File: src/hw/rtl/sha1e_pkg.sv
// ----------------------------------------------------------------------------
// sha1e_pkg
// Shared types and constants of the SHA-1 hash engine.
// ----------------------------------------------------------------------------
package sha1e_pkg;

    localparam logic [31:0] H0 = 32'h67452301;
    localparam logic [31:0] H1 = 32'hEFCDAB89;
    localparam logic [31:0] H2 = 32'h98BADCFE;
    localparam logic [31:0] H3 = 32'h10325476;
    localparam logic [31:0] H4 = 32'hC3D2E1F0;
    localparam logic [31:0] K0 = 32'h5A827999;
    localparam logic [31:0] K1 = 32'h6ED9EBA1;
    localparam logic [31:0] K2 = 32'h8F1BBCDC;
    localparam logic [31:0] K3 = 32'hCA62C1D6;
    localparam logic [7:0]  PAD_BYTE = 8'h80;

    // one queued command from front to back
    typedef struct packed {
        logic [7:0] data;
        logic       has_byte;
        logic       is_end;
    } sha1e_cmd_t;

endpackage

File: src/hw/rtl/sha1e_ram.sv
// ----------------------------------------------------------------------------
// sha1e_ram
// Generic single-port-write, single-port-read RAM with registered read.
// ----------------------------------------------------------------------------
module sha1e_ram #(
    parameter int WIDTH = 8,
    parameter int DEPTH = 64
) (
    input  logic                     clk,
    input  logic                     wr_en,
    input  logic [$clog2(DEPTH)-1:0] wr_addr,
    input  logic [WIDTH-1:0]         wr_data,
    input  logic [$clog2(DEPTH)-1:0] rd_addr,
    output logic [WIDTH-1:0]         rd_data
);
    logic [WIDTH-1:0] mem [DEPTH];

    always_ff @(posedge clk)
    begin
        if (wr_en)
        begin
            mem[wr_addr] <= wr_data;
        end
        rd_data <= mem[rd_addr];
    end
endmodule

File: src/hw/rtl/sha1e_front.sv
// ----------------------------------------------------------------------------
// sha1e_front
// Accepts input transactions, drops empty ones, queues commands for the core.
// ----------------------------------------------------------------------------
module sha1e_front #(
    parameter int QDEPTH = 2
) (
    input  logic                 clk,
    input  logic                 rst_n,
    input  logic                 in_valid,
    output logic                 in_ready,
    input  logic [7:0]           data_byte,
    input  logic                 byte_present,
    input  logic                 end_of_message,
    output logic                 cmd_valid,
    input  logic                 cmd_ready,
    output sha1e_pkg::sha1e_cmd_t cmd
);
    import sha1e_pkg::*;

    localparam int AW = (QDEPTH > 1) ? $clog2(QDEPTH) : 1;

    sha1e_cmd_t       q_mem [QDEPTH];
    logic [AW-1:0]    wr_ptr_reg, rd_ptr_reg;
    logic [AW:0]      count_reg;
    logic             push, pop;

    assign in_ready  = (count_reg != (AW+1)'(QDEPTH));
    assign push      = in_valid && in_ready && (byte_present || end_of_message);
    assign cmd_valid = (count_reg != '0);
    assign pop       = cmd_valid && cmd_ready;
    assign cmd       = q_mem[rd_ptr_reg];

    always_ff @(posedge clk)
    begin
        if (push)
        begin
            q_mem[wr_ptr_reg] <= '{data: data_byte, has_byte: byte_present,
                                   is_end: end_of_message};
        end
    end

    always_ff @(posedge clk or negedge rst_n)
    begin
        if (!rst_n)
        begin
            wr_ptr_reg <= '0;
            rd_ptr_reg <= '0;
            count_reg  <= '0;
        end
        else
        begin
            if (push)
            begin
                wr_ptr_reg <= (wr_ptr_reg == AW'(QDEPTH-1)) ? '0 : wr_ptr_reg + 1'b1;
            end
            if (pop)
            begin
                rd_ptr_reg <= (rd_ptr_reg == AW'(QDEPTH-1)) ? '0 : rd_ptr_reg + 1'b1;
            end
            count_reg <= count_reg + (AW+1)'(push) - (AW+1)'(pop);
        end
    end

    a_count_bound: assert property (@(posedge clk) disable iff (!rst_n)
        count_reg <= (AW+1)'(QDEPTH)) else $error("queue overflow");
    a_no_push_full: assert property (@(posedge clk) disable iff (!rst_n)
        !in_ready |-> !push) else $error("push into full queue");
    a_pop_nonempty: assert property (@(posedge clk) disable iff (!rst_n)
        pop |-> count_reg != '0) else $error("pop from empty queue");
endmodule

File: src/hw/rtl/sha1e_core.sv
// ----------------------------------------------------------------------------
// sha1e_core
// Byte packing, padding, 80-round compression and digest output.
// ----------------------------------------------------------------------------
module sha1e_core (
    input  logic                  clk,
    input  logic                  rst_n,
    input  logic                  cmd_valid,
    output logic                  cmd_ready,
    input  sha1e_pkg::sha1e_cmd_t cmd,
    output logic                  out_valid,
    input  logic                  out_ready,
    output logic [31:0]           digest_word,
    output logic [2:0]            word_index,
    output logic                  last_word
);
    import sha1e_pkg::*;

    typedef enum logic [2:0] {
        S_IDLE, S_PAD, S_LEN, S_LOAD, S_ROUND, S_ADD, S_OUT
    } state_t;

    state_t      state_reg;
    logic [5:0]  pos_reg;
    logic [63:0] bits_reg;
    logic [63:0] len_reg;
    logic        fin_reg;     // 0x80 pad byte already placed
    logic        pend_end_reg;// end request after byte placed
    logic [2:0]  len_cnt_reg;
    logic [6:0]  rnd_reg;
    logic [31:0] h_reg [5];
    logic [31:0] a_reg, b_reg, c_reg, d_reg, e_reg;
    logic [31:0] w_reg [16];
    logic [2:0]  oidx_reg;
    logic [23:0] acc_reg;
    logic [1:0]  bcnt_reg;

    // word RAM for the block: 16 x 32
    logic        wr_en;
    logic [3:0]  wr_addr, rd_addr;
    logic [31:0] wr_data, rd_data;

    sha1e_ram #(.WIDTH(32), .DEPTH(16)) u_blk (
        .clk(clk), .wr_en(wr_en), .wr_addr(wr_addr), .wr_data(wr_data),
        .rd_addr(rd_addr), .rd_data(rd_data)
    );

    // byte written this cycle by the packer
    logic       put;
    logic [7:0] put_byte;

    always_comb
    begin
        put      = 1'b0;
        put_byte = cmd.data;
        unique case (state_reg)
            S_IDLE:  begin put = cmd_ready && cmd_valid && cmd.has_byte; put_byte = cmd.data; end
            S_PAD:   begin put = 1'b1; put_byte = fin_reg ? 8'h00 : PAD_BYTE; end
            S_LEN:   begin put = 1'b1; put_byte = len_reg[63:56]; end
            default: begin put = 1'b0; end
        endcase
    end

    assign wr_en   = put && (pos_reg[1:0] == 2'd3);
    assign wr_addr = pos_reg[5:2];
    assign wr_data = {acc_reg, put_byte};
    assign cmd_ready = (state_reg == S_IDLE) && !pend_end_reg;

    // round logic
    logic [31:0] f, k, w_new, w_cur, t;
    always_comb
    begin
        w_new = w_reg[13] ^ w_reg[8] ^ w_reg[2] ^ w_reg[0];
        w_new = {w_new[30:0], w_new[31]};
        w_cur = (rnd_reg < 7'd16) ? rd_data : w_new;
        if (rnd_reg < 7'd20)
        begin
            f = (b_reg & c_reg) | (~b_reg & d_reg); k = K0;
        end
        else if (rnd_reg < 7'd40)
        begin
            f = b_reg ^ c_reg ^ d_reg; k = K1;
        end
        else if (rnd_reg < 7'd60)
        begin
            f = (b_reg & c_reg) | (b_reg & d_reg) | (c_reg & d_reg); k = K2;
        end
        else
        begin
            f = b_reg ^ c_reg ^ d_reg; k = K3;
        end
        t = {a_reg[26:0], a_reg[31:27]} + f + e_reg + k + w_cur;
    end
    assign rd_addr = (state_reg == S_ROUND) ? rnd_reg[3:0] + 4'd1 : 4'd0;

    assign out_valid   = (state_reg == S_OUT);
    assign digest_word = h_reg[oidx_reg];
    assign word_index  = oidx_reg;
    assign last_word   = (oidx_reg == 3'd4);

    always_ff @(posedge clk or negedge rst_n)
    begin
        if (!rst_n)
        begin
            state_reg    <= S_IDLE;
            pos_reg      <= '0;
            bits_reg     <= '0;
            fin_reg      <= 1'b0;
            pend_end_reg <= 1'b0;
            h_reg        <= '{H0, H1, H2, H3, H4};
            oidx_reg     <= '0;
            rnd_reg      <= '0;
            len_cnt_reg  <= '0;
            bcnt_reg     <= '0;
        end
        else
        begin
            if (put)
            begin
                acc_reg <= {acc_reg[15:0], put_byte};
                pos_reg <= pos_reg + 6'd1;
            end
            unique case (state_reg)
                S_IDLE:
                begin
                    if (pend_end_reg)
                    begin
                        pend_end_reg <= 1'b0;
                        len_reg      <= bits_reg;
                        fin_reg      <= 1'b0;
                        state_reg    <= S_PAD;
                    end
                    else if (cmd_valid)
                    begin
                        if (cmd.has_byte)
                        begin
                            bits_reg <= bits_reg + 64'd8;
                            if (pos_reg == 6'd63)
                            begin
                                state_reg    <= S_LOAD;
                                pend_end_reg <= cmd.is_end;
                            end
                            else if (cmd.is_end)
                            begin
                                pend_end_reg <= 1'b1;
                            end
                        end
                        else if (cmd.is_end)
                        begin
                            pend_end_reg <= 1'b1;
                        end
                    end
                end
                S_PAD:
                begin
                    fin_reg <= 1'b1;
                    if (pos_reg == 6'd63)
                    begin
                        state_reg <= S_LOAD;
                    end
                    else if (pos_reg == 6'd55)
                    begin
                        state_reg   <= S_LEN;
                        len_cnt_reg <= '0;
                    end
                end
                S_LEN:
                begin
                    len_reg     <= {len_reg[55:0], 8'h00};
                    len_cnt_reg <= len_cnt_reg + 3'd1;
                    if (len_cnt_reg == 3'd7)
                    begin
                        state_reg <= S_LOAD;
                        bcnt_reg  <= 2'd1;
                    end
                end
                S_LOAD:
                begin
                    a_reg <= h_reg[0]; b_reg <= h_reg[1]; c_reg <= h_reg[2];
                    d_reg <= h_reg[3]; e_reg <= h_reg[4];
                    rnd_reg   <= '0;
                    state_reg <= S_ROUND;
                end
                S_ROUND:
                begin
                    for (int i = 0; i < 15; i++)
                    begin
                        w_reg[i] <= w_reg[i+1];
                    end
                    w_reg[15] <= w_cur;
                    e_reg <= d_reg; d_reg <= c_reg;
                    c_reg <= {b_reg[1:0], b_reg[31:2]};
                    b_reg <= a_reg; a_reg <= t;
                    rnd_reg <= rnd_reg + 7'd1;
                    if (rnd_reg == 7'd79)
                    begin
                        state_reg <= S_ADD;
                    end
                end
                S_ADD:
                begin
                    h_reg[0] <= h_reg[0] + a_reg; h_reg[1] <= h_reg[1] + b_reg;
                    h_reg[2] <= h_reg[2] + c_reg; h_reg[3] <= h_reg[3] + d_reg;
                    h_reg[4] <= h_reg[4] + e_reg;
                    if (bcnt_reg != 2'd0)
                    begin
                        bcnt_reg  <= '0;
                        oidx_reg  <= '0;
                        state_reg <= S_OUT;
                    end
                    else if (fin_reg)
                    begin
                        state_reg <= S_PAD;
                    end
                    else
                    begin
                        state_reg <= S_IDLE;
                    end
                end
                S_OUT:
                begin
                    if (out_ready)
                    begin
                        oidx_reg <= oidx_reg + 3'd1;
                        if (oidx_reg == 3'd4)
                        begin
                            state_reg <= S_IDLE;
                            h_reg     <= '{H0, H1, H2, H3, H4};
                            bits_reg  <= '0;
                            pos_reg   <= '0;
                            fin_reg   <= 1'b0;
                            oidx_reg  <= '0;
                        end
                    end
                end
                default: state_reg <= S_IDLE;
            endcase
        end
    end

    a_out_idx: assert property (@(posedge clk) disable iff (!rst_n)
        out_valid |-> oidx_reg <= 3'd4) else $error("digest index out of range");
    a_round_pos: assert property (@(posedge clk) disable iff (!rst_n)
        state_reg == S_ROUND |-> pos_reg == 6'd0) else $error("block not full");
    a_out_hold: assert property (@(posedge clk) disable iff (!rst_n)
        out_valid && !out_ready |=> out_valid && $stable(oidx_reg))
        else $error("digest word dropped");
endmodule

File: src/hw/rtl/sha1_hash_engine_unit.sv
// ----------------------------------------------------------------------------
// sha1_hash_engine_unit
// SHA-1 over a byte stream, digest as five 32-bit words.
// ----------------------------------------------------------------------------
// Input channel (in_valid/in_ready): one transaction carries an optional
// message byte and an optional end mark. Transactions with neither flag are
// consumed and dropped. A queue of QDEPTH entries (two by default)
// decouples the input from the core. Output channel (out_valid/out_ready):
// five transactions per message, digest_word with word_index 0..4,
// last_word on the fifth. Throughput: the core takes bytes while idle;
// each 64-byte block then runs the 80-round iterative compression (one
// round per cycle), during which no bytes are taken. End of message costs
// padding at one byte per cycle, one or two compressions, then five output
// transactions. Reset restores the initial chaining words and a zero length;
// no clearing pass is needed. When the receiver stalls, the core holds the
// digest word and the queue keeps accepting until full.
// ----------------------------------------------------------------------------
module sha1_hash_engine_unit #(
    parameter int QDEPTH = 2
) (
    input  logic        clk,
    input  logic        rst_n,
    input  logic        in_valid,
    output logic        in_ready,
    input  logic [7:0]  data_byte,
    input  logic        byte_present,
    input  logic        end_of_message,
    output logic        out_valid,
    input  logic        out_ready,
    output logic [31:0] digest_word,
    output logic [2:0]  word_index,
    output logic        last_word
);
    import sha1e_pkg::*;

    sha1e_cmd_t cmd;
    logic       cmd_valid, cmd_ready;

    sha1e_front #(.QDEPTH(QDEPTH)) u_front (
        .clk(clk), .rst_n(rst_n), .in_valid(in_valid), .in_ready(in_ready),
        .data_byte(data_byte), .byte_present(byte_present),
        .end_of_message(end_of_message), .cmd_valid(cmd_valid),
        .cmd_ready(cmd_ready), .cmd(cmd)
    );

    sha1e_core u_core (
        .clk(clk), .rst_n(rst_n), .cmd_valid(cmd_valid), .cmd_ready(cmd_ready),
        .cmd(cmd), .out_valid(out_valid), .out_ready(out_ready),
        .digest_word(digest_word), .word_index(word_index), .last_word(last_word)
    );
endmodule

File: config.mk
export PLATFORM = sky130hd
export DESIGN_NAME = sha1_hash_engine_unit
export DESIGN_NICKNAME = d
export VERILOG_FILES = /design/src/hw/rtl/sha1e_pkg.sv /design/src/hw/rtl/sha1e_ram.sv /design/src/hw/rtl/sha1e_front.sv /design/src/hw/rtl/sha1e_core.sv /design/src/hw/rtl/sha1_hash_engine_unit.sv
export SDC_FILE = /design/constraint.sdc
export NUM_CORES = 2
export LEC_CHECK = 0
export CAP_MARGIN = 20
export CELL_PAD_IN_SITES_DETAIL_PLACEMENT = 0
export CELL_PAD_IN_SITES_GLOBAL_PLACEMENT = 1
export CORE_MARGIN = 3
export CORE_UTILIZATION = 35
export DETAILED_ROUTE_END_ITERATION = 6
export DONT_BUFFER_PORTS = 1
export GPL_ROUTABILITY_DRIVEN = 0
export PLACE_DENSITY = 0.67
export SETUP_SLACK_MARGIN = 0.3
export SLEW_MARGIN = 20
export SYNTH_ARGS = -nofsm -noshare
export SYNTH_HDL_FRONTEND = slang
export SYNTH_SLANG_ARGS = --single-unit
export TNS_END_PERCENT = 10
File: constraint.sdc
create_clock -name clk -period 22.5 [get_ports clk]
set_clock_uncertainty 0.05 [all_clocks]
set_input_delay 1.125 -clock clk [delete_from_list [all_inputs] [get_ports clk]]
set_output_delay 1.125 -clock clk [all_outputs]
set_load 0.02 [all_outputs]
==> run summary <==
outcome = complete, no violations
first-pass detailed-route iteration total = 6
syn avg cell area = 12.7 sq um
H-tree depth = 4
first-pass GRT wire length = 286 mm
clk_lat worst skew = 0.82 ns
Worst-Margin Slew = 1.28 ns
antenna violations before repair = 3
Internal = 6.02 mW
cell count after synthesis = 5731
Starting Density = 0.354
final period utilization = 0.309
Max Fclk = 144 MHz
EDFF count, synth = 1289
Switch Pwr = 2.81 mW
CP dominant cell by count = inv_1
combinational power share = 0.287
clk sinks = 1571
number of remaining DRC errors = 0
FP Rows = 166
global route total overflow = 0
Area Growth Syn to Fin = 12.0%
WP data required = 22.94 ns
final hold slack = 0.186 ns
nets@finish = 6060
# resized after CTS = 0
total CTS buffers = 163
largest cells by area after synthesis = edfxtp_1 (53%), dfrtp_1 (5.9%), nand2_1 (4.6%), ha_1 (3.6%), fa_1 (3.3%)
Placeable Area = 205000 sq um
IO buf count = 0
Final HPWL DP = 120 mm
CP Capture Type = register
Pleak = 29.7 nW
vias in the first global route = 43.6k
CP startpoint kind = register
largest net degree at the start of global routing = 196
via count = 45.0k
buffer count from post-CTS setup fixing = 0
filler instances = 19.2k
Top-Level Pins = 52
die area = 213000 sq um
Pwr Total = 8.82 mW
area occupied by multi-input gates = 25200 sq um
commonest non-fill, non-tap cell in the layout = edfxtp_1
max-slew violation count = 0
RSZ-0062 raised after global routing = false
CP max-delay cell = o41ai_2
Yosys top cell area share = 0.533
post-synth net total = 6073
clock share of power = 0.309
critical path arrival = 7.40 ns
# Max-Cap Violations = 0
Seq/Total Area, Yosys = 0.629
Die Wd = 462 um
FF/Latch Area = 45700 sq um
crit path time final = 6.96 ns
critical path buffer and inverter count = 7
Crit path max-delay family = compound AO/OA/AOI/OAI gates
clock buffer depth = 3
Yosys reg bits = 1571
Routed Antenna Nets = 0
1st-iter DRT viols = 3786
clock root cell = clkbuf_16
Total Routed Length = 191 mm
Hold WC Path Type = in2async
gr usage total = 0.178
commonest cells after routing, fill and taps aside = edfxtp_1 (1289), nand2_1 (895), a21oi_1 (285)
critical setup path kind = reg2reg
Final Hold Vio Count = 0
VDD IR max = 0.000123 V
setup TNS = 0 ns
Syn. warnings = 0
Worst-path clk slew = 0.06 ns
Hold Buf Count CTS = 3
Netlist cell types = 97
die height = 462 um
post-synthesis cell area = 72600 sq um
drt wl/cell = 22.4 um
Switching Share = 0.318
layout cell share with drive strength beyond 1 = 0.0956
sequential fraction of design power = 0.404
final setup violating endpoints = 0
CTS tree = done
dominant synthesized flop cell = edfxtp_1
Power Density = 108 nW/um^2
Post-synth ARST share = 0.159
Yosys top cell by area = edfxtp_1
Crit path largest cell delay = 0.64 ns
max_slew headroom = 0.147
detailed-route vias per instance = 5.26
crit-path max FO = 23
## through the flow
stage | util | cell area, sq um | instances | setup slack, ns
final | 0.396 | 81300 | 8545 | 15.54
after global placement | 0.369 | 75800 | 8238 | 15.77
after floorplan | - | 72600 | 5731 | 8.73
after detailed placement | 0.369 | 75800 | 8238 | 15.63
after CTS | 0.396 | 81300 | 8543 | 15.57
after global routing | 0.396 | 81300 | 8544 | 15.07
## cell type report
| type | count | share of cell area |
|---|---|---|
| clock buffer | 223 | 0.0544 |
| multi-input combinational | 3632 | 0.310 |
| sequential | 1571 | 0.562 |
| timing repair buffer | 71 | 0.00743 |
| inverter | 279 | 0.0129 |
| antenna | 2 | 0.0000615 |
| clock inverter | 79 | 0.0121 |
| tap | 2688 | 0.0414 |
## power groups by stage
| stage | combinational (mW) | sequential (mW) | clock [mW] |
|---|---|---|---|
| after floorplan | 1.90 | 3.58 | 0 |
| after global placement | 2.49 | 3.62 | 0 |
| after detailed placement | 2.52 | 3.62 | 0 |
| after CTS | 2.54 | 3.56 | 2.80 |
| after global routing | 2.85 | 3.57 | 2.91 |
| final | 2.53 | 3.56 | 2.73 |
## worst paths after layout
path	from	to	slack, ns	depth (start not counted)
hold / removal	rst_n	u_core.h_reg[117]$_DFFE_PN0P_	0.19	1
min in group clk	u_core.w_reg[3][85]$_DFFE_PP_	u_core.w_reg[3][53]$_DFFE_PP_	0.35	0
max in group asynchronous	rst_n	u_core.h_reg[138]$_DFFE_PN0P_	21.04	1
hold reg to reg	u_core.w_reg[3][85]$_DFFE_PP_	u_core.w_reg[3][53]$_DFFE_PP_	0.35	0
setup reg to reg	u_core.rnd_reg[2]$_DFFE_PN0N_	u_core.a_reg[30]$_DFFE_PP_	15.54	25
setup / recovery	u_core.rnd_reg[2]$_DFFE_PN0N_	u_core.a_reg[30]$_DFFE_PP_	15.54	25
## metal layers
metal | wire, um | share of wire | global-route usage
met4 | 3760 | 0.020 | 0.0425
met2 | 87000 | 0.45 | 0.276
met5 | 0 | 0 | 0
met1 | 89600 | 0.47 | 0.258
met3 | 10900 | 0.057 | 0.0320
## cells in the mapped netlist (44+ instances only)
library cell	instances
a211oi_1	174
a21o_1	96
a21oi_1	285
a311oi_1	69
a31oi_1	84
clkbuf_1	222
dfrtp_1	170
dfstp_2	80
edfxtp_1	1289
fa_1	121
ha_1	207
inv_1	279
mux2_2	52
mux2i_1	47
nand2_1	899
nand2b_1	44
nand3_1	64
nor2_1	257
nor2b_1	169
o21ai_0	269
xnor2_1	192
xor2_1	116
## kinds of logic after synthesis
kind of cell | Yosys count | synth area share
simple gates | 1621 | 0.0998
flops | 1571 | 0.629
compound gates | 1244 | 0.113
buf+inv | 528 | 0.0273
fa+ha+maj | 328 | 0.0690
xor+xnor | 308 | 0.0371
mux | 131 | 0.0245
(Power assumes the default switching activity.)
